$ cat config.mk
export PLATFORM = sky130hd
export DESIGN_NAME = triggered_transition_capture_top
export DESIGN_NICKNAME = d
export VERILOG_FILES = /design/src/rtl/ttc_pkg.sv /design/src/rtl/ttc_core.sv /design/src/rtl/triggered_transition_capture_top.sv
export VERILOG_INCLUDE_DIRS = /design/src /design/src/rtl
export SDC_FILE = /design/constraint.sdc
export NUM_CORES = 1
export LEC_CHECK = 0
export BUFFER_PORTS_ARGS = -buffer_cell sky130_fd_sc_hd__buf_2
export CAP_MARGIN = 0
export CORE_ASPECT_RATIO = 1.25
export CORE_MARGIN = 1.5
export CORE_UTILIZATION = 35
export DETAILED_ROUTE_END_ITERATION = 8
export GPL_TIMING_DRIVEN = 1
export PLACE_DENSITY = 0.52
export RECOVER_POWER = 50
export SYNTH_ARGS = -nofsm -noshare
export SYNTH_HDL_FRONTEND = slang
export SYNTH_SLANG_ARGS = --single-unit
$ cat constraint.sdc
create_clock -name clk_i -period 9.16 [get_ports clk_i]
set_input_delay 1.374 -clock clk_i [delete_from_list [all_inputs] [get_ports clk_i]]
set_output_delay 1.374 -clock clk_i [all_outputs]
set_load 0.01 [all_outputs]
$ cat src/rtl/triggered_transition_capture_top_macros.svh
// ----------------------------------------------------------------------------
// Assertion macros for the triggered transition capture block
// Concurrent assertion wrappers that compile away in synthesis builds.
// ----------------------------------------------------------------------------
`ifndef TRIGGERED_TRANSITION_CAPTURE_TOP_MACROS_SVH
`define TRIGGERED_TRANSITION_CAPTURE_TOP_MACROS_SVH

`ifndef SYNTHESIS
// Generic form: explicit clock and active-low reset.
`define TTC_ASSERT_AT(lbl_, clk_, rst_n_, prop_, msg_) \
  lbl_: assert property (@(posedge clk_) disable iff (!rst_n_) prop_) else $error(msg_);
// Short form for modules that use the standard clk_i / rst_ni names.
`define TTC_ASSERT(lbl_, prop_, msg_) \
  `TTC_ASSERT_AT(lbl_, clk_i, rst_ni, prop_, msg_)
`else
`define TTC_ASSERT_AT(lbl_, clk_, rst_n_, prop_, msg_)
`define TTC_ASSERT(lbl_, prop_, msg_)
`endif

`endif

$ cat src/rtl/ttc_pkg.sv
`timescale 1ns / 1ps
// ----------------------------------------------------------------------------
// Triggered transition capture package
// Shared types, codes and constants of the capture block.
// ----------------------------------------------------------------------------
package ttc_pkg;

  localparam int unsigned CapacityDefault = 512;
  localparam int unsigned UsPerMs         = 1000;
  localparam int unsigned TimeoutMsW      = 16;
  // 65535 ms expressed in microseconds fits in 26 bits.
  localparam int unsigned LimitW          = 26;
  localparam logic [TimeoutMsW-1:0] TimeoutMsReset = 16'd1000;
  localparam int unsigned PaddrW          = 3;

  typedef enum logic [1:0] {
    PH_IDLE      = 2'd0,
    PH_WAIT_LOW  = 2'd1,
    PH_WAIT_HIGH = 2'd2,
    PH_READ      = 2'd3
  } phase_e;

  typedef enum logic [1:0] {
    EV_RECORD       = 2'd0,
    EV_TIMEOUT_LOW  = 2'd1,
    EV_TIMEOUT_HIGH = 2'd2,
    EV_TIMEOUT_READ = 2'd3
  } event_e;

  typedef enum logic {
    REG_TIMEOUT_MS = 1'b0
  } reg_idx_e;

  typedef struct packed {
    logic        kind;
    logic        trigger_level;
    logic [7:0]  bus_value;
    logic [31:0] now_us;
  } in_item_t;

  typedef struct packed {
    logic [1:0]  event_res;
    logic [7:0]  value;
    logic [31:0] duration_us;
    logic        last;
  } out_item_t;

  // Result handed from the capture core to the output register.
  typedef struct packed {
    logic      valid;
    out_item_t item;
  } core_res_t;

endpackage

$ cat src/rtl/ttc_core.sv
`timescale 1ns / 1ps
// ----------------------------------------------------------------------------
// Triggered transition capture core
// Capture state and the per-item decision logic of the capture sequence.
// ----------------------------------------------------------------------------
`include "triggered_transition_capture_top_macros.svh"

module ttc_core #(
  parameter int unsigned Capacity = ttc_pkg::CapacityDefault
) (
  input  logic                         clk_i,
  input  logic                         rst_ni,
  input  logic                         fire_i,
  input  ttc_pkg::in_item_t            item_i,
  input  logic [ttc_pkg::LimitW-1:0]   limit_us_i,
  output ttc_pkg::core_res_t           res_o
);
  import ttc_pkg::*;

  localparam int unsigned CntW = $clog2(Capacity + 1);

  phase_e          phase_q, phase_d;
  logic [7:0]      held_q, held_d;
  logic [31:0]     run_start_q, run_start_d;
  logic [31:0]     wd_start_q, wd_start_d;
  logic [CntW-1:0] count_q, count_d;

  logic [31:0]     elapsed;
  logic            expired;
  logic            changed;
  logic [CntW-1:0] count_inc;
  logic            last_hit;

  assign elapsed   = item_i.now_us - wd_start_q;
  assign expired   = elapsed >= {{(32 - LimitW){1'b0}}, limit_us_i};
  assign changed   = item_i.bus_value != held_q;
  assign count_inc = count_q + CntW'(1);
  assign last_hit  = count_inc >= CntW'(Capacity);

  always_comb begin
    phase_d = phase_q;
    if (fire_i) begin
      if (item_i.kind) begin
        phase_d = PH_WAIT_LOW;
      end else begin
        case (phase_q)
          PH_WAIT_LOW: begin
            if (expired) phase_d = PH_IDLE;
            else if (!item_i.trigger_level) phase_d = PH_WAIT_HIGH;
          end
          PH_WAIT_HIGH: begin
            if (expired) phase_d = PH_IDLE;
            else if (item_i.trigger_level) phase_d = PH_READ;
          end
          PH_READ: begin
            if (expired) phase_d = PH_IDLE;
            else if (changed && last_hit) phase_d = PH_IDLE;
          end
          default: phase_d = phase_q;
        endcase
      end
    end
  end

  always_comb begin
    held_d      = held_q;
    run_start_d = run_start_q;
    wd_start_d  = wd_start_q;
    count_d     = count_q;
    res_o       = '0;
    if (fire_i) begin
      if (item_i.kind) begin
        count_d    = '0;
        held_d     = '0;
        wd_start_d = item_i.now_us;
      end else begin
        case (phase_q)
          PH_WAIT_LOW: begin
            if (expired) begin
              res_o.valid          = 1'b1;
              res_o.item.event_res = EV_TIMEOUT_LOW;
            end else if (!item_i.trigger_level) begin
              wd_start_d = item_i.now_us;
            end
          end
          PH_WAIT_HIGH: begin
            if (expired) begin
              res_o.valid          = 1'b1;
              res_o.item.event_res = EV_TIMEOUT_HIGH;
            end else if (item_i.trigger_level) begin
              run_start_d = item_i.now_us;
              held_d      = item_i.bus_value;
              wd_start_d  = item_i.now_us;
            end
          end
          PH_READ: begin
            if (expired) begin
              res_o.valid          = 1'b1;
              res_o.item.event_res = EV_TIMEOUT_READ;
            end else if (changed) begin
              res_o.valid            = 1'b1;
              res_o.item.event_res   = EV_RECORD;
              res_o.item.value       = held_q;
              res_o.item.duration_us = item_i.now_us - run_start_q;
              res_o.item.last        = last_hit;
              wd_start_d             = item_i.now_us;
              count_d                = count_inc;
              if (!last_hit) begin
                run_start_d = item_i.now_us;
                held_d      = item_i.bus_value;
              end
            end
          end
          default: res_o = '0;
        endcase
      end
    end
  end

  always_ff @(posedge clk_i or negedge rst_ni) begin
    if (!rst_ni) begin
      phase_q     <= PH_IDLE;
      held_q      <= '0;
      run_start_q <= '0;
      wd_start_q  <= '0;
      count_q     <= '0;
    end else begin
      phase_q     <= phase_d;
      held_q      <= held_d;
      run_start_q <= run_start_d;
      wd_start_q  <= wd_start_d;
      count_q     <= count_d;
    end
  end

  `TTC_ASSERT(a_arm_restarts, fire_i && item_i.kind |=> phase_q == PH_WAIT_LOW && count_q == '0, "arm did not restart the capture")
  `TTC_ASSERT(a_last_goes_idle, res_o.valid && res_o.item.last |=> phase_q == PH_IDLE, "capture not closed after the last record")
  `TTC_ASSERT(a_count_bounded, count_q <= CntW'(Capacity), "record count beyond capacity")
  `TTC_ASSERT(a_idle_silent, phase_q == PH_IDLE && !(fire_i && item_i.kind) |=> $stable(count_q), "count moved while idle")

endmodule

$ cat src/rtl/triggered_transition_capture_top.sv
`timescale 1ns / 1ps
// ----------------------------------------------------------------------------
// Triggered transition capture, top level
// Arms on a command, waits for a low-then-high trigger pulse and streams one
// record per run of an unchanged bus value, with a per-phase watchdog.
// ----------------------------------------------------------------------------
//
//   Channel | Direction | Handshake          | Payload
//   --------+-----------+--------------------+--------------------------------
//   in      | input     | in_valid / stall   | kind, trigger, bus, now_us
//   out     | output    | out_valid / stall  | event, value, duration, last
//   cfg     | input     | APB write and read | watchdog ms at byte address 0
//
// One transaction is accepted every clock cycle when the output side keeps up.
// The input register feeds the capture core, whose decision logic updates the
// capture state and writes the output register in the same cycle, so a result
// is held first in the input register and then in the output register before
// it is presented.
// Reset is asynchronous and active low; it leaves the block idle with a
// 1000 ms watchdog. A stall on the output holds the result register, and the
// input stalls only while its register holds a transaction that cannot move.
//
`include "triggered_transition_capture_top_macros.svh"

module triggered_transition_capture_top #(
  parameter int unsigned Capacity = ttc_pkg::CapacityDefault
) (
  input  logic                         clk_i,
  input  logic                         rst_ni,
  // Sample and arm transactions.
  input  logic                         in_valid_i,
  output logic                         in_stall_o,
  input  ttc_pkg::in_item_t            in_item_i,
  // Record and timeout transactions.
  output logic                         out_valid_o,
  input  logic                         out_stall_i,
  output ttc_pkg::out_item_t           out_item_o,
  // Register port.
  input  logic                         psel,
  input  logic                         penable,
  input  logic                         pwrite,
  input  logic [ttc_pkg::PaddrW-1:0]   paddr,
  input  logic [31:0]                  pwdata,
  output logic [31:0]                  prdata,
  output logic                         pready
);
  import ttc_pkg::*;

  // Register file: the watchdog interval is kept both in milliseconds, for
  // read-back, and pre-scaled to microseconds so the per-item compare needs
  // no multiplier.
  logic [TimeoutMsW-1:0] wd_ms_q;
  logic [LimitW-1:0]     limit_us_q;
  logic                  cfg_write;
  reg_idx_e              reg_idx;

  assign pready    = 1'b1;
  assign reg_idx   = reg_idx_e'(paddr[2]);
  assign cfg_write = psel && penable && pwrite && pready;

  always_comb begin
    case (reg_idx)
      REG_TIMEOUT_MS: prdata = {{(32 - TimeoutMsW){1'b0}}, wd_ms_q};
      default:        prdata = '0;
    endcase
  end

  always_ff @(posedge clk_i or negedge rst_ni) begin
    if (!rst_ni) begin
      wd_ms_q    <= TimeoutMsReset;
      limit_us_q <= LimitW'(TimeoutMsReset) * LimitW'(UsPerMs);
    end else if (cfg_write && reg_idx == REG_TIMEOUT_MS) begin
      wd_ms_q    <= pwdata[TimeoutMsW-1:0];
      limit_us_q <= LimitW'(pwdata[TimeoutMsW-1:0]) * LimitW'(UsPerMs);
    end
  end

  // Input register. The held transaction moves into the core whenever the
  // output register is empty or is being emptied in this cycle.
  logic      in_valid_q;
  in_item_t  in_q;
  logic      advance;
  logic      in_take;
  core_res_t core_res;

  assign advance    = in_valid_q && (!out_valid_o || !out_stall_i);
  assign in_stall_o = in_valid_q && !advance;
  assign in_take    = in_valid_i && !in_stall_o;

  always_ff @(posedge clk_i or negedge rst_ni) begin
    if (!rst_ni) begin
      in_valid_q <= 1'b0;
    end else if (in_take) begin
      in_valid_q <= 1'b1;
    end else if (advance) begin
      in_valid_q <= 1'b0;
    end
  end

  always_ff @(posedge clk_i) begin
    if (in_take) begin
      in_q <= in_item_i;
    end
  end

  ttc_core #(
    .Capacity(Capacity)
  ) u_core (
    .clk_i      (clk_i),
    .rst_ni     (rst_ni),
    .fire_i     (advance),
    .item_i     (in_q),
    .limit_us_i (limit_us_q),
    .res_o      (core_res)
  );

  // Output register. A new result is loaded only when the previous one has
  // left or is leaving, which the advance condition already guarantees.
  logic      out_valid_q;
  out_item_t out_q;

  always_ff @(posedge clk_i or negedge rst_ni) begin
    if (!rst_ni) begin
      out_valid_q <= 1'b0;
    end else if (advance && core_res.valid) begin
      out_valid_q <= 1'b1;
    end else if (!out_stall_i) begin
      out_valid_q <= 1'b0;
    end
  end

  always_ff @(posedge clk_i) begin
    if (advance && core_res.valid) begin
      out_q <= core_res.item;
    end
  end

  assign out_valid_o = out_valid_q;
  assign out_item_o  = out_q;

  `TTC_ASSERT(a_stall_only_when_full, in_stall_o |-> in_valid_q && out_valid_q && out_stall_i, "input stalled without a blocked transaction")
  `TTC_ASSERT(a_result_lands, advance && core_res.valid |=> out_valid_q, "core result was not captured")
  `TTC_ASSERT(a_held_result_kept, out_valid_q && out_stall_i |=> out_valid_q, "stalled result was dropped")
  `TTC_ASSERT(a_limit_tracks_ms, limit_us_q == LimitW'(wd_ms_q) * LimitW'(UsPerMs), "scaled watchdog limit out of step")

endmodule
==> Yosys cells after proc, flatten, opt, wreduce, memory -nomap -nowiden <==
Cells that the tools add are included.
{ "op_classes": {"add_sub_neg": 3, "n_mul": 1, "div": 0, "magnitude_cmp": 2, "eq_ne": 21, "shifts": 0, "mux": 45, "bitwise": 5, "n_reduce_logical": 26} }
{ "op_table": {"columns": ["operator", "n"], "rows": [
  ["$mux 32", 10],
  ["$mux 44", 3],
  ["$pmux 32 s3", 1],
  ["$mux 41", 2],
  ["$pmux 32 s2", 1],
  ["$sub 32x32->32", 2],
  ["$mux 8", 6],
  ["$mux 10", 4],
  ["$ge 32x26->1", 1],
  ["$mul 16x7->23 const B", 1],
  ["$ne 3x3->1 const B", 6],
  ["$mux 16", 1],
  ["$pmux 8 s2", 1],
  ["$reduce_and 8->1", 2],
  ["$mux 2", 7],
  ["$add 10x1->10 const B", 1],
  ["$ge 10x10->1 const B", 1],
  ["$ne 2x2->1 const B", 5],
  ["$mux 3", 3],
  ["$pmux 3 s3", 1],
  ["$logic_and 1x1->1", 8],
  ["$ne 4x3->1 const B", 2],
  ["$ne 8x8->1", 1],
  ["$reduce_bool 2->1", 4],
  ["other kinds (17)", 29]
]} }
{ "totals": {"ff_bits": 210, "latchBits": 0, "ram_bits": 0, "rom_bits": 0, "in_bits": 84, "out_inout_bits": 78, "wordCells": 120, "mem_count": 0} }

==> Depth between registers and ports, before layout <==
Gate-level depths: netlist of the first run.
{ "logic_depth": {"word_depth": 9, "depth_mapped": 26, "depth_no_buf": 24} }

==> Hierarchy <==
Synthesis of the first run repeated with hierarchy kept, for this count alone.
{ "unflattened": {"hier_cells": 1540, "hier_area_um2": 15158.3} }
{ "by_module_without_submodules": {"columns": ["module", "instances", "cells_each", "area_each_um2", "seq_area_each_um2"], "rows": [
  ["ttc_core", 1, 972, 8065.2, 2102.0],
  ["triggered_transition_capture_top", 1, 568, 7093.1, 3544.6]
]} }

==> Least setup slack after synthesis of the first run <==
No wires, ideal clock.
{ "synth_timing": {"path_type": "register to register", "start": "register in_q[0] in the netlist's numbering", "end": "register out_q (netlist bit out_item_o[0]) (enable)", "setup_time_ns": 0.509, "arrival_ns": 7.300, "t_required_ns": 8.651, "slack_ns": 1.351, "stages_incl_launch_ff": 25, "n_path_buf": 1, "period_less_slack_ns": 7.809, "path_cell_list": "edfxtp_1 inv_1 ha_1 fa_1 nand2b_1 a21oi_1 o21ai_0 a21boi_0 o21a_1 o21a_1 o21ai_0 a21boi_0 or4b_2 nand3_1 ha_1 nand4_1 nor4_1 o21ai_0 nand3_1 mux2i_1 o2111ai_4 or2_2 clkbuf_1 nand2_1 a21boi_0"} }
{ "synth_via": {"elab_chain_cells": 7, "word_cells_on_any_way": 9, "cone_classes": "add/sub: 1; order compare: 1; mux: 6; reduce/logical: 1"} }
{ "synth_lines": {"columns": ["element", "line", "rtl"], "rows": [
  ["start, declared", "triggered_transition_capture_top.sv:81", "in_item_t in_q;"],
  ["start signal, assigned", "triggered_transition_capture_top.sv:102", "in_q <= in_item_i;"],
  ["$sub 32x32->32 (*)", "ttc_core.sv:34", "assign elapsed = item_i.now_us - wd_start_q;"],
  ["$ge 32x26->1 (*)", "ttc_core.sv:35", "assign expired = elapsed >= {{(32 - LimitW){1'b0}}, limit_us_i};"],
  ["$mux 3 (on tied branches)", "ttc_core.sv:97, ttc_core.sv:79, ttc_core.sv:87", null],
  ["$pmux 3 s3 (*)", "ttc_core.sv:77", "case (phase_q)"],
  ["$mux 44 (*)", "ttc_core.sv:72", "if (item_i.kind) begin"],
  ["$mux 44 (*)", "ttc_core.sv:71", "if (fire_i) begin"],
  ["$logic_and 1x1->1 (*)", "triggered_transition_capture_top.sv:133", "if (advance && core_res.valid) begin"],
  ["end signal, assigned", "triggered_transition_capture_top.sv:134", "out_q <= core_res.item;"],
  ["end, declared", "triggered_transition_capture_top.sv:120", "out_item_t out_q;"]
]} }
Every way passes the cells marked *; elsewhere a longest branch is shown, timed or not.
A chain may end at the register's enable or synchronous reset.

==> Worst setup path after layout of the first run <==
{ "layout_timing": {"start": "register in_q[3] in the netlist's numbering", "end": "register out_q (netlist bit out_item_o[30]) (data pin)"} }
{ "layout_via": {"elab_chain_cells": 3, "word_cells_on_any_way": 4, "cone_classes": "add/sub: 2; order compare: 1; reduce/logical: 1"} }
{ "layout_lines": {"columns": ["element", "line"], "rows": [
  ["$sub 32x32->32", "ttc_core.sv:34"],
  ["$ge 32x26->1", "ttc_core.sv:35"],
  ["$reduce_or 5->1 (no line)", null]
]} }
Several ways; a longest one is shown, not always the timed one.

==> summary.md, run 1 <==
| Metric | Value |
|---|---|
| Detailed Routing Iterations Pass 1 | `7` |
| All-Layer GR Usage | `0.1533` |
| Worst-margin pin slew | `4049 ps` |
| Most frequently used flop master after synthesis | `dfrtp_1` |
| DRC | `0` |
| Hold slack | `471.2 ps` |
| Reg-to-Reg End | `out_item_o[30]` |
| Final Hold Vio Count | `0` |
| Synth Cell Area | `14910 um^2` |
| Post-synth EDFFs | `85` |
| Post-cts sizing count | `0` |
| Reg2Reg Setup Slack | `2110 ps` |
| Startpoint type of the worst setup path | `flip-flop` |
| Gr ovfl total | `0` |
| # setup viols final | `0` |
| Initial antenna violation count | `0` |
| Unrepaired setup endpoints after global routing | `false` |
| CTS Buf Count | `24` |
| Core area | `42040 um^2` |
| Critical path endpoint category | `flip-flop` |
| Clock root cell | `clkbuf_16` |
| Hold Buf Count CTS | `0` |
| Setup_tns | `0 ps` |
| Final net count | `1805` |
| Layout cells sized above 1 | `0.1600` |
| Met2 Track Usage GR | `0.2848` |
| Worst Setup Path Type | `flip-flop to flip-flop` |
| WL/cell | `15.81 um` |
| Peak supply drop | `137.6 uV` |
| Status | `complete, but fails checks` |
| Gr busiest metal | `met2` |
| Worst-path clk slew | `70 ps` |
| Initial cell density of the core | `0.3547` |
| Skew final | `10.67 ps` |
| Top-Level Pins | `162` |
| Num rows | `84` |
| Hold Path Class | `flip-flop to flip-flop` |
| Leak | `7.467 nW` |
| Hold Path Stages | `2` |
| # Max-Cap Violations | `4` |
| # H-tree levels | `1` |
| Worst skew pair latency | `540 ps` |
| Synth-to-Final Area Change | `12.84%` |
| Overall power consumption | `0.004198 W` |
| Failing checks | `max-capacitance violations, max-slew violations` |
| Total Wirelength | `33.26 mm` |
| FMAX | `141.8 MHz` |
| Hold EP | `wd_ms_q[13]` |
| Synth Area per Inst | `10.64 um^2` |
| FFs w/ async S/R, synth | `0.5913` |
| Clk buf depth | `3` |
| Antenna diodes | `0` |
| IO buf count | `126` |
| Critical Path RT | `9490 ps` |
| Die width | `187.6 um` |
| Period minus WS final | `7053 ps` |
| CTS tree | `done` |
| Die Y | `233.8 um` |
| Global-route wire length before repair | `54.66 mm` |
| DR vias/cell | `4.927` |
| GRT met1 Usage | `0.1843` |
| Synth Warn # | `0` |
| Vias in the first global route | `10.70k` |
| Placed cells | `2059` |
| Hold path start | `wd_ms_q[13]` |
| Routing usage on met3 | `0.01931` |
| Synth Instances | `1401` |
| Util after Layout | `0.4003` |
| Pwr dens | `249.5 nW/um^2` |
| Largest net degree at the start of global routing | `73` |
| Final Cycle Share | `0.7700` |
| Unique masters post-synth | `88` |
| DR iter-0 viols | `532` |
| Seq/Total Area, Yosys | `0.3786` |
| Final ANT Viol Nets | `0` |
| GP Congestion | `0.8409` |
| HPWL after DPL | `25.37 mm` |
| Worst EP arrival | `7380 ps` |
| Postcts setup bufs | `0` |
| Vias | `10.36k` |
| CP Max Fanout | `41` |
| Clock Sinks | `208` |
| Finished Layout Cells | `2103` |
| Worst Reg2Reg Path Length in Cells | `21` |
| Die ar. | `43860 um^2` |
| Yosys reg bits | `208` |
| Max-slew violations | `227` |
| Reg-to-Reg Start | `in_q[3]` |
| Relative slew slack | `-1.699` |
worst max path at each step:
| stage | start | endpoint | slack, ps | depth (start not counted) |
|---|---|---|---|---|
| CTS | in_q[1] | out_item_o[30] | 1960 | 22 |
| global placement | in_q[1] | out_item_o[30] | 2210 | 22 |
| global route | rst_ni | u_core.held_q[6] | 970 | 2 |
| floorplan | in_q[0] | out_item_o[0] | 1350 | 24 |
| detailed placement | in_q[1] | out_item_o[30] | 1990 | 22 |
| finish | in_q[3] | out_item_o[30] | 2110 | 21 |
flip-flops by register name (all words and copies together) (netlist names):
register	flops
u_core.count_q	10
in_q	42
out_item_o	43
limit_us_q	21
out_valid_o	1
u_core.wd_start_q	32
u_core.phase_q	2
wd_ms_q	16
in_valid_q	1
u_core.run_start_q	32
u_core.held_q	8
metrics by stage:
stage                     setup slack (ps)  area (um^2)
after global placement                2213        16070
final                                 2107        16830
after global routing                 965.3        16830
after CTS                             1964        16910
after detailed placement              1995        16070
after floorplan                       1351        14970
cells in the final DEF (no fill, tap or decap), drive strengths merged, types with 16 or more instances in the layout:
cell,count
a211oi,18
a21o,28
a21oi,78
buf,79
clkbuf,84
conb,17
dfrtp,110
edfxtp,85
fa,56
ha,139
inv,178
mux2,79
nand2,81
nand3,23
nand4,22
nor2,93
nor2b,21
nor3,24
o21a,16
o21ai,61
xnor2,41
xor2,29
critical path, stage by stage (launching register included):
cell and delay [ps]:
edfxtp_1 500, ha_1 400, o211ai_1 190, a21oi_1 80, o21ai_0 430, a21boi_0 290, o21a_1 250, o21a_1 180
o21ai_0 230, a21boi_0 180, or4b_2 630, nand3_1 130, ha_1 260, a21o_1 180, a21o_1 200, a211oi_2 280
nand3_1 110, mux2i_1 250, o2111ai_4 280, nor3_2 620, nand2_2 650, a2111oi_2 540
final cells by class:
| class | instances | area, um^2 |
|---|---|---|
| multi-input cells | 985 | 8377 |
| well taps | 559 | 699.4 |
| clock inverters | 15 | 180.2 |
| repair buffers | 134 | 614.3 |
| inverters | 173 | 649.4 |
| clock buffers | 29 | 660.6 |
| flip-flops and latches | 208 | 5647 |
| fillers | 4194 | 25210 |
cells in the mapped netlist (all sizes together), types with 6 or more instances:
master / number / area (um^2)
o21ai: 61 / 305.3
xor2: 29 / 254.0
nor3: 24 / 136.4
o21a: 16 / 120.1
nand3: 23 / 120.1
a21oi: 78 / 401.6
nor4: 6 / 52.55
nor2: 93 / 351.6
xnor2: 41 / 359.1
nand2: 81 / 306.6
a31oi: 9 / 56.30
ha: 139 / 1739
and2: 6 / 37.54
a21boi: 6 / 45.04
nand2b: 9 / 56.30
fa: 56 / 1121
o21bai: 9 / 67.56
and3: 15 / 98.84
edfxtp: 85 / 2552
a21o: 28 / 211.5
mux2i: 7 / 70.07
clkbuf: 20 / 76.32
inv: 173 / 649.4
nand4: 22 / 137.6
dfrtp: 110 / 2753
nor2b: 21 / 131.4
buf: 30 / 234.0
or3: 6 / 37.54
mux2: 79 / 1107
a2111oi: 6 / 65.06
o22ai: 6 / 37.54
dfstp: 13 / 341.6
o311ai: 11 / 121.4
o31ai: 10 / 80.07
a211oi: 18 / 145.1
layer usage:
| layer | vias up | routed length [um] |
|---|---|---|
| met5 | - | 0 |
| met4 | 0 | 771 |
| met3 | 48 | 1244 |
| met2 | 208 | 16790 |
| met1 | 4956 | 14450 |
| li1 | 5150 | - |
power breakdown:
part	switching, W	internal [W]	leakage (nW)	total, W
logic	0.00110	0.000858	4.73	0.00195
clock network	0.000421	0.000606	0.401	0.00103
registers	0.0000910	0.00113	2.34	0.00122
total	0.00161	0.00259	7.47	0.00420
cell families (layout without fill, tap and decap cells):
group	count (synthesis)	in the layout	synth area share
AOI/OAI and AO/OA	297	297	0.1381
muxes	86	86	0.07895
adders and majority gates	195	195	0.1918
xor gates and xnor gates	70	70	0.04111
buffers and inverters	223	351	0.06435
DFF	208	208	0.3786
other	2	17	0.0005036
and+or+nand+nor	320	320	0.1066
Power figures use the tool's default switching activity.
==> inputs of run 2 (changes only) <==
--- a/config.mk
+++ b/config.mk
@@ -13,7 +13,7 @@
 export CORE_UTILIZATION = 35
 export DETAILED_ROUTE_END_ITERATION = 8
 export GPL_TIMING_DRIVEN = 1
-export PLACE_DENSITY = 0.52
+export PLACE_DENSITY = 0.54
 export RECOVER_POWER = 50
 export SYNTH_ARGS = -nofsm -noshare
 export SYNTH_HDL_FRONTEND = slang
==> constraint.sdc (replaced) <==
create_clock -name clk_i -period 6.45 [get_ports clk_i]
set_input_delay 0.9675 -clock clk_i [delete_from_list [all_inputs] [get_ports clk_i]]
set_output_delay 0.9675 -clock clk_i [all_outputs]
set_load 0.01 [all_outputs]
==> run 2 against run 1 <==
  * The flow still finishes with violations (max-capacitance violations, max-slew violations)
  * Largest power group unchanged
  * Critical path depth up 1
  * Non-clock buffer count rose by 3
  * Worst hold slack better by 6.9 ps
==> summary.md, run 2 (synthesis gave the netlist of run 1 again) <==
| Metric | Value |
|---|---|
| Final Cycle Share | `0.9224` |
| Final net count | `1810` |
| Commonest non-fill, non-tap cell in the layout | `inv_1` |
| HPWL after DPL | `25.43 mm` |
| Vias | `10.41k` |
| Skew final | `10.01 ps` |
| Layout cells sized above 1 | `0.1663` |
| Setup_tns | `0 ps` |
| Largest net degree at the start of global routing | `75` |
| Max-slew violations | `176` |
| Initial antenna violation count | `1` |
| Relative slew slack | `-1.853` |
| Met2 wire length | `16.73 mm` |
| DR vias/cell | `4.931` |
| Worst-margin pin slew | `4280 ps` |
| Dpl cell area | `16140 um^2` |
| Die width | `187.6 um` |
| DR iter-0 viols | `483` |
| Unrepaired setup endpoints after global routing | `false` |
| Pwr dens | `358.4 nW/um^2` |
| Critical path endpoint category | `flip-flop` |
| Worst skew pair latency | `550 ps` |
| Worst Setup Path Type | `flip-flop to flip-flop` |
| CP Max Fanout | `26` |
| Period minus WS final | `5950 ps` |
| Clk pwr share | `0.259` |
| Peak supply drop | `311.2 uV` |
| Clk buf depth | `3` |
| Core area | `42040 um^2` |
| Top-Level Pins | `162` |
| Final ANT Viol Nets | `0` |
| CTS Buf Count | `26` |
| # H-tree levels | `1` |
| # Max-Cap Violations | `3` |
| Gr ovfl total | `0` |
| IO buf count | `126` |
| Top Metal Used | `met5` |
| # setup viols final | `0` |
| Status | `complete, but fails checks` |
| Antenna diodes | `0` |
| Routed length on met3 | `1.281 mm` |
| Die ar. | `43860 um^2` |
| Flop pwr share | `0.283` |
| Detailed Routing Iterations Pass 1 | `5` |
| Net switching power | `0.002305 W` |
| Vias in the first global route | `10.48k` |
| Comb pwr share | `0.458` |
| Synth-to-Final Area Change | `14.07%` |
| Global-route wire length before repair | `54.68 mm` |
| Failing checks | `max-capacitance violations, max-slew violations` |
| FMAX | `168.1 MHz` |
| Worst-path clk slew | `60 ps` |
| Critical Path RT | `6740 ps` |
| Clock Sinks | `208` |
| Max FFs per register | `43` |
| Hold slack | `478.1 ps` |
| Startpoint type of the worst setup path | `flip-flop` |
| Most frequent cells in the layout | `inv_1 (173), ha_1 (139), dfrtp_1 (110)` |
| Hold Path Class | `flip-flop to flip-flop` |
| Die Y | `233.8 um` |
| WL/cell | `15.91 um` |
| DRC | `0` |
| Initial cell density of the core | `0.3547` |
| GP Congestion | `0.8414` |
| Metal-1 WL | `14.86 mm` |
| Hold Buf Count CTS | `0` |
| CTS tree | `done` |
| Sw Ratio | `0.3781` |
| Post-route cell area | `17010 um^2` |
| Leak | `7.562 nW` |
| Num rows | `84` |
| Worst EP arrival | `6240 ps` |
| Pint | `0.003791 W` |
| All-Layer GR Usage | `0.1537` |
| Clock root cell | `clkbuf_16` |
| Final Hold Vio Count | `0` |
| Total Wirelength | `33.56 mm` |
[run 2: cell count changes in the layout (fill, tap and decap cells not counted), sizes merged]
cell and change:
inv -2, clkinv +4, clkinvlp -2, bufinv +1, buf +2, clkbuf +4
[run 2: final timing paths]
check                                    to  slack, ps  depth (start not counted)         from
min reg2reg                     wd_ms_q[13]        480                          2  wd_ms_q[13]
max                           out_item_o[6]        500                         22      in_q[9]
min in group asynchronous  u_core.held_q[7]       1930                          1       rst_ni
max in group asynchronous        wd_ms_q[1]       1510                          2       rst_ni
min                             wd_ms_q[13]        480                          2  wd_ms_q[13]
max reg2reg                   out_item_o[6]        500                         22      in_q[9]
[run 2: layout make-up]
cell class	count	area, um^2
Clock buffer	32	734.5
Sequential cell	208	5647
Multi-Input combinational cell	985	8394
Clock inverter	16	200.2
Inverter	173	649.4
Timing Repair Buffer	137	686.9
Tap cell	559	699.4
Fill cell	4121	25030
[run 2: power groups by stage]
| stage | registers (W) | clock network, W | logic [W] |
|---|---|---|---|
| after floorplan | 0.00171 | 0 | 0.00217 |
| after global placement | 0.00174 | 0 | 0.00276 |
| after detailed placement | 0.00175 | 0 | 0.00281 |
| after CTS | 0.00173 | 0.00163 | 0.00283 |
| after global routing | 0.00175 | 0.00168 | 0.00317 |
| final | 0.00173 | 0.00158 | 0.00279 |
[run 2: metrics by stage]
stage               cells  worst slack, ps    util  power [W]
global route         2110            19.14  0.4046   0.006598
CTS                  2110            213.8  0.4061   0.006186
global placement     2062            280.4  0.3839   0.004506
floorplan            1416            571.2       -   0.003883
finish               2110            500.2  0.4046   0.006096
detailed placement   2062            271.0  0.3839   0.004554
[run 2: what timing repair did]
item	in CTS	in global routing
buffers inserted	0	0
endpoints found under the setup margin	0	136
resized for setup	0	4
[run 2: critical path: stages, from the launching register on]
cell and delay (ps):
edfxtp_1 470, ha_1 420, a21oi_1 160, o21ai_0 130
a21oi_2 210, a21boi_0 210, o21a_1 230, o21a_1 180
o21ai_0 220, a21boi_0 170, or4b_2 620, nand3_1 140
ha_1 250, a21o_1 170, a21o_1 200, a211oi_2 250
nand3_1 110, mux2i_1 240, o2111ai_4 290, or2_2 450
nand2_1 160, a21boi_4 180, buf_12 220
[run 2: layer usage]
layer,up-vias,track usage
met2,194,0.2794
li1,5156,-
met4,2,0.03925
met5,-,0
met3,45,0.01975
met1,5008,0.1922
==> inputs of run 3 (changes only) <==
--- a/config.mk
+++ b/config.mk
@@ -15,6 +15,7 @@
 export GPL_TIMING_DRIVEN = 1
 export PLACE_DENSITY = 0.54
 export RECOVER_POWER = 50
+export REMOVE_ABC_BUFFERS = 1
 export SYNTH_ARGS = -nofsm -noshare
 export SYNTH_HDL_FRONTEND = slang
 export SYNTH_SLANG_ARGS = --single-unit
==> run 3 against run 2 <==
  * The run still ends with max-capacitance violations, max-slew violations left
  * Clock skew rose by 28 ps
  * Sequential share of layout area rose by 0.22 points
  * Utilization down 0.27 points
  * Critical path depth unchanged
==> summary.md, run 3 (synthesis gave the netlist of run 1 again) <==
| Metric | Value |
|---|---|
| Global-route wire length before repair | `52.41 mm` |
| Failing checks | `max-capacitance violations, max-slew violations` |
| Synth-to-Final Area Change | `13.31%` |
| Status | `complete, but fails checks` |
| Final net count | `1811` |
| Critical path buffers and inverters | `1` |
| Final WS setup | `456.9 ps` |
| Die Y | `233.8 um` |
| Filler cells | `4153` |
| Post-route cell area | `16900 um^2` |
| DRC | `0` |
| Gr ovfl total | `0` |
| Vias in the first global route | `10.42k` |
| Hold Path Class | `flip-flop to flip-flop` |
| Critical Path RT | `6870 ps` |
| Clock root cell | `clkbuf_16` |
| Top-Level Pins | `162` |
| CTS tree | `done` |
| Unrepaired setup endpoints after global routing | `false` |
| Core area | `42040 um^2` |
| Initial antenna violation count | `0` |
| Period minus WS final | `5993 ps` |
| # setup viols final | `0` |
| Layout cells sized above 1 | `0.1649` |
| HPWL after DPL | `24.01 mm` |
| IO buf count | `126` |
| Vias | `10.18k` |
| Max-slew violations | `227` |
| Footprint of the multi-input gates | `8381 um^2` |
| Total Wirelength | `31.75 mm` |
| CTS Buf Count | `26` |
| Worst skew pair latency | `560 ps` |
| WL/cell | `15.04 um` |
| Storage element area | `5647 um^2` |
| Worst EP arrival | `6410 ps` |
| Clock Sinks | `208` |
| Relative slew slack | `-0.8221` |
| GP Congestion | `0.8364` |
| Final ANT Viol Nets | `0` |
| DR iter-0 viols | `521` |
| Startpoint type of the worst setup path | `flip-flop` |
| Largest net degree at the start of global routing | `78` |
| All-Layer GR Usage | `0.1454` |
| Slowest cell on crit path | `or4b_2` |
| Pre-CTS worst setup slack | `190.5 ps` |
| Most frequent cells in the layout | `inv_1 (173), ha_1 (139), dfrtp_1 (110)` |
| Detailed Routing Iterations Pass 1 | `5` |
| Dpl cell area | `16130 um^2` |
| Antenna diodes | `0` |
| Die width | `187.6 um` |
| Max FFs per register | `43` |
| Final Hold Vio Count | `0` |
| # H-tree levels | `1` |
| Pwr dens | `346.7 nW/um^2` |
| Top Family by Delay on Critical Path | `compound AO/OA/AOI/OAI gates` |
| DR vias/cell | `4.824` |
| Critical path endpoint category | `flip-flop` |
| Worst-path clk slew | `70 ps` |
| Postcts setup bufs | `0` |
| Skew final | `37.98 ps` |
| # Max-Cap Violations | `4` |
| CP Max Fanout | `32` |
| Worst-margin pin slew | `2733 ps` |
| Clk buf depth | `3` |
| Final Cycle Share | `0.9292` |
| Initial cell density of the core | `0.3547` |
| Num rows | `84` |
| Commonest non-fill, non-tap cell in the layout | `inv_1` |
| Critical path's largest stage delay | `620 ps` |
| Die ar. | `43860 um^2` |
| Peak supply drop | `230.8 uV` |
| CP Cell Sequence | `ha_1 > a21oi_1 > nor2_1 > a21oi_1 > a21boi_0 > o21a_1 > o21a_1 > o21ai_0 > a21boi_0 > or4b_2 > nand3_1 > ha_1 > a21o_1 > a21o_1 > a211oi_2 > nand3_1 > mux2i_1 > o2111ai_4 > o311ai_2 > o311ai_4 > buf_12 > mux2_4` |
| Leak | `7.515 nW` |
| FMAX | `166.9 MHz` |
| Worst Setup Path Type | `flip-flop to flip-flop` |
## run 3: changes by cell type in the layout (fill, tap and decap cells not counted), moves of 2 or more
cell,previous run,this run
buf_4,4,6
inv_8,1,3
inv_6,1,3
bufinv_16,4,1
clkbuf_8,4,0
clkinv_4,1,3
clkinv_1,0,2
## run 3: path summary, 6_finish.rpt
kind                                  start                     end  slack [ps]  cells past startpoint
worst max-delay path                in_q[7]   u_core.wd_start_q[27]         460                     22
max in group asynchronous            rst_ni   u_core.wd_start_q[26]        1990                      2
worst max register to register      in_q[7]   u_core.wd_start_q[27]         460                     22
worst min-delay path            wd_ms_q[14]             wd_ms_q[14]         470                      2
worst min register to register  wd_ms_q[14]             wd_ms_q[14]         470                      2
min in group asynchronous            rst_ni  u_core.run_start_q[30]        1300                      1
## run 3: layer usage
| layer | share of wire | vias to the layer above | GRT usage |
|---|---|---|---|
| li1 | - | 5165 | - |
| met4 | 0.022 | 0 | 0.04000 |
| met5 | 0 | - | 0 |
| met1 | 0.44 | 4802 | 0.1761 |
| met2 | 0.50 | 167 | 0.2701 |
| met3 | 0.035 | 49 | 0.01871 |
## run 3: per-stage QoR
step	power [W]	util	hold slack, ps	setup TNS [ps]	cells
final	0.005858	0.4019	473.1	0	2111
after global routing	0.006378	0.4019	497.0	0	2111
after CTS	0.005939	0.4037	449.3	0	2111
after detailed placement	0.004471	0.3838	465.8	0	2063
after global placement	0.004427	0.3838	462.4	0	2063
after floorplan	0.003866	-	442.2	-54870	1366
## run 3: power breakdown
group | internal [W] | switching [W] | leakage (nW) | total, W
Combinational | 0.00122 | 0.00150 | 4.76 | 0.00272
Sequential | 0.00160 | 0.000119 | 2.34 | 0.00172
Clock | 0.000799 | 0.000624 | 0.418 | 0.00142
## run 3: final cells by class
type                    instances  area share
multi-input cells             985      0.4960
well taps                     559     0.04139
inverters                     173     0.03843
clock inverters                21     0.01096
flip-flops and latches        208      0.3342
clock buffers                  27     0.03873
repair buffers                138     0.04036
## run 3: worst reg2reg max path, cell delays in order, from the launching register on
cell and delay (ps):
edfxtp_1 450, ha_1 430, a21oi_1 190, nor2_1 80
a21oi_1 320, a21boi_0 180, o21a_1 210, o21a_1 180
o21ai_0 210, a21boi_0 170, or4b_2 620, nand3_1 120
ha_1 240, a21o_1 160, a21o_1 190, a211oi_2 250
nand3_1 100, mux2i_1 250, o2111ai_4 300, o311ai_2 430
o311ai_4 170, buf_12 230, mux2_4 360
## run 3: repair_timing
item                                    CTS  global route
endpoints found under the setup margin    0           131
gates resized for setup                   0             2
hold buffers                              0             0
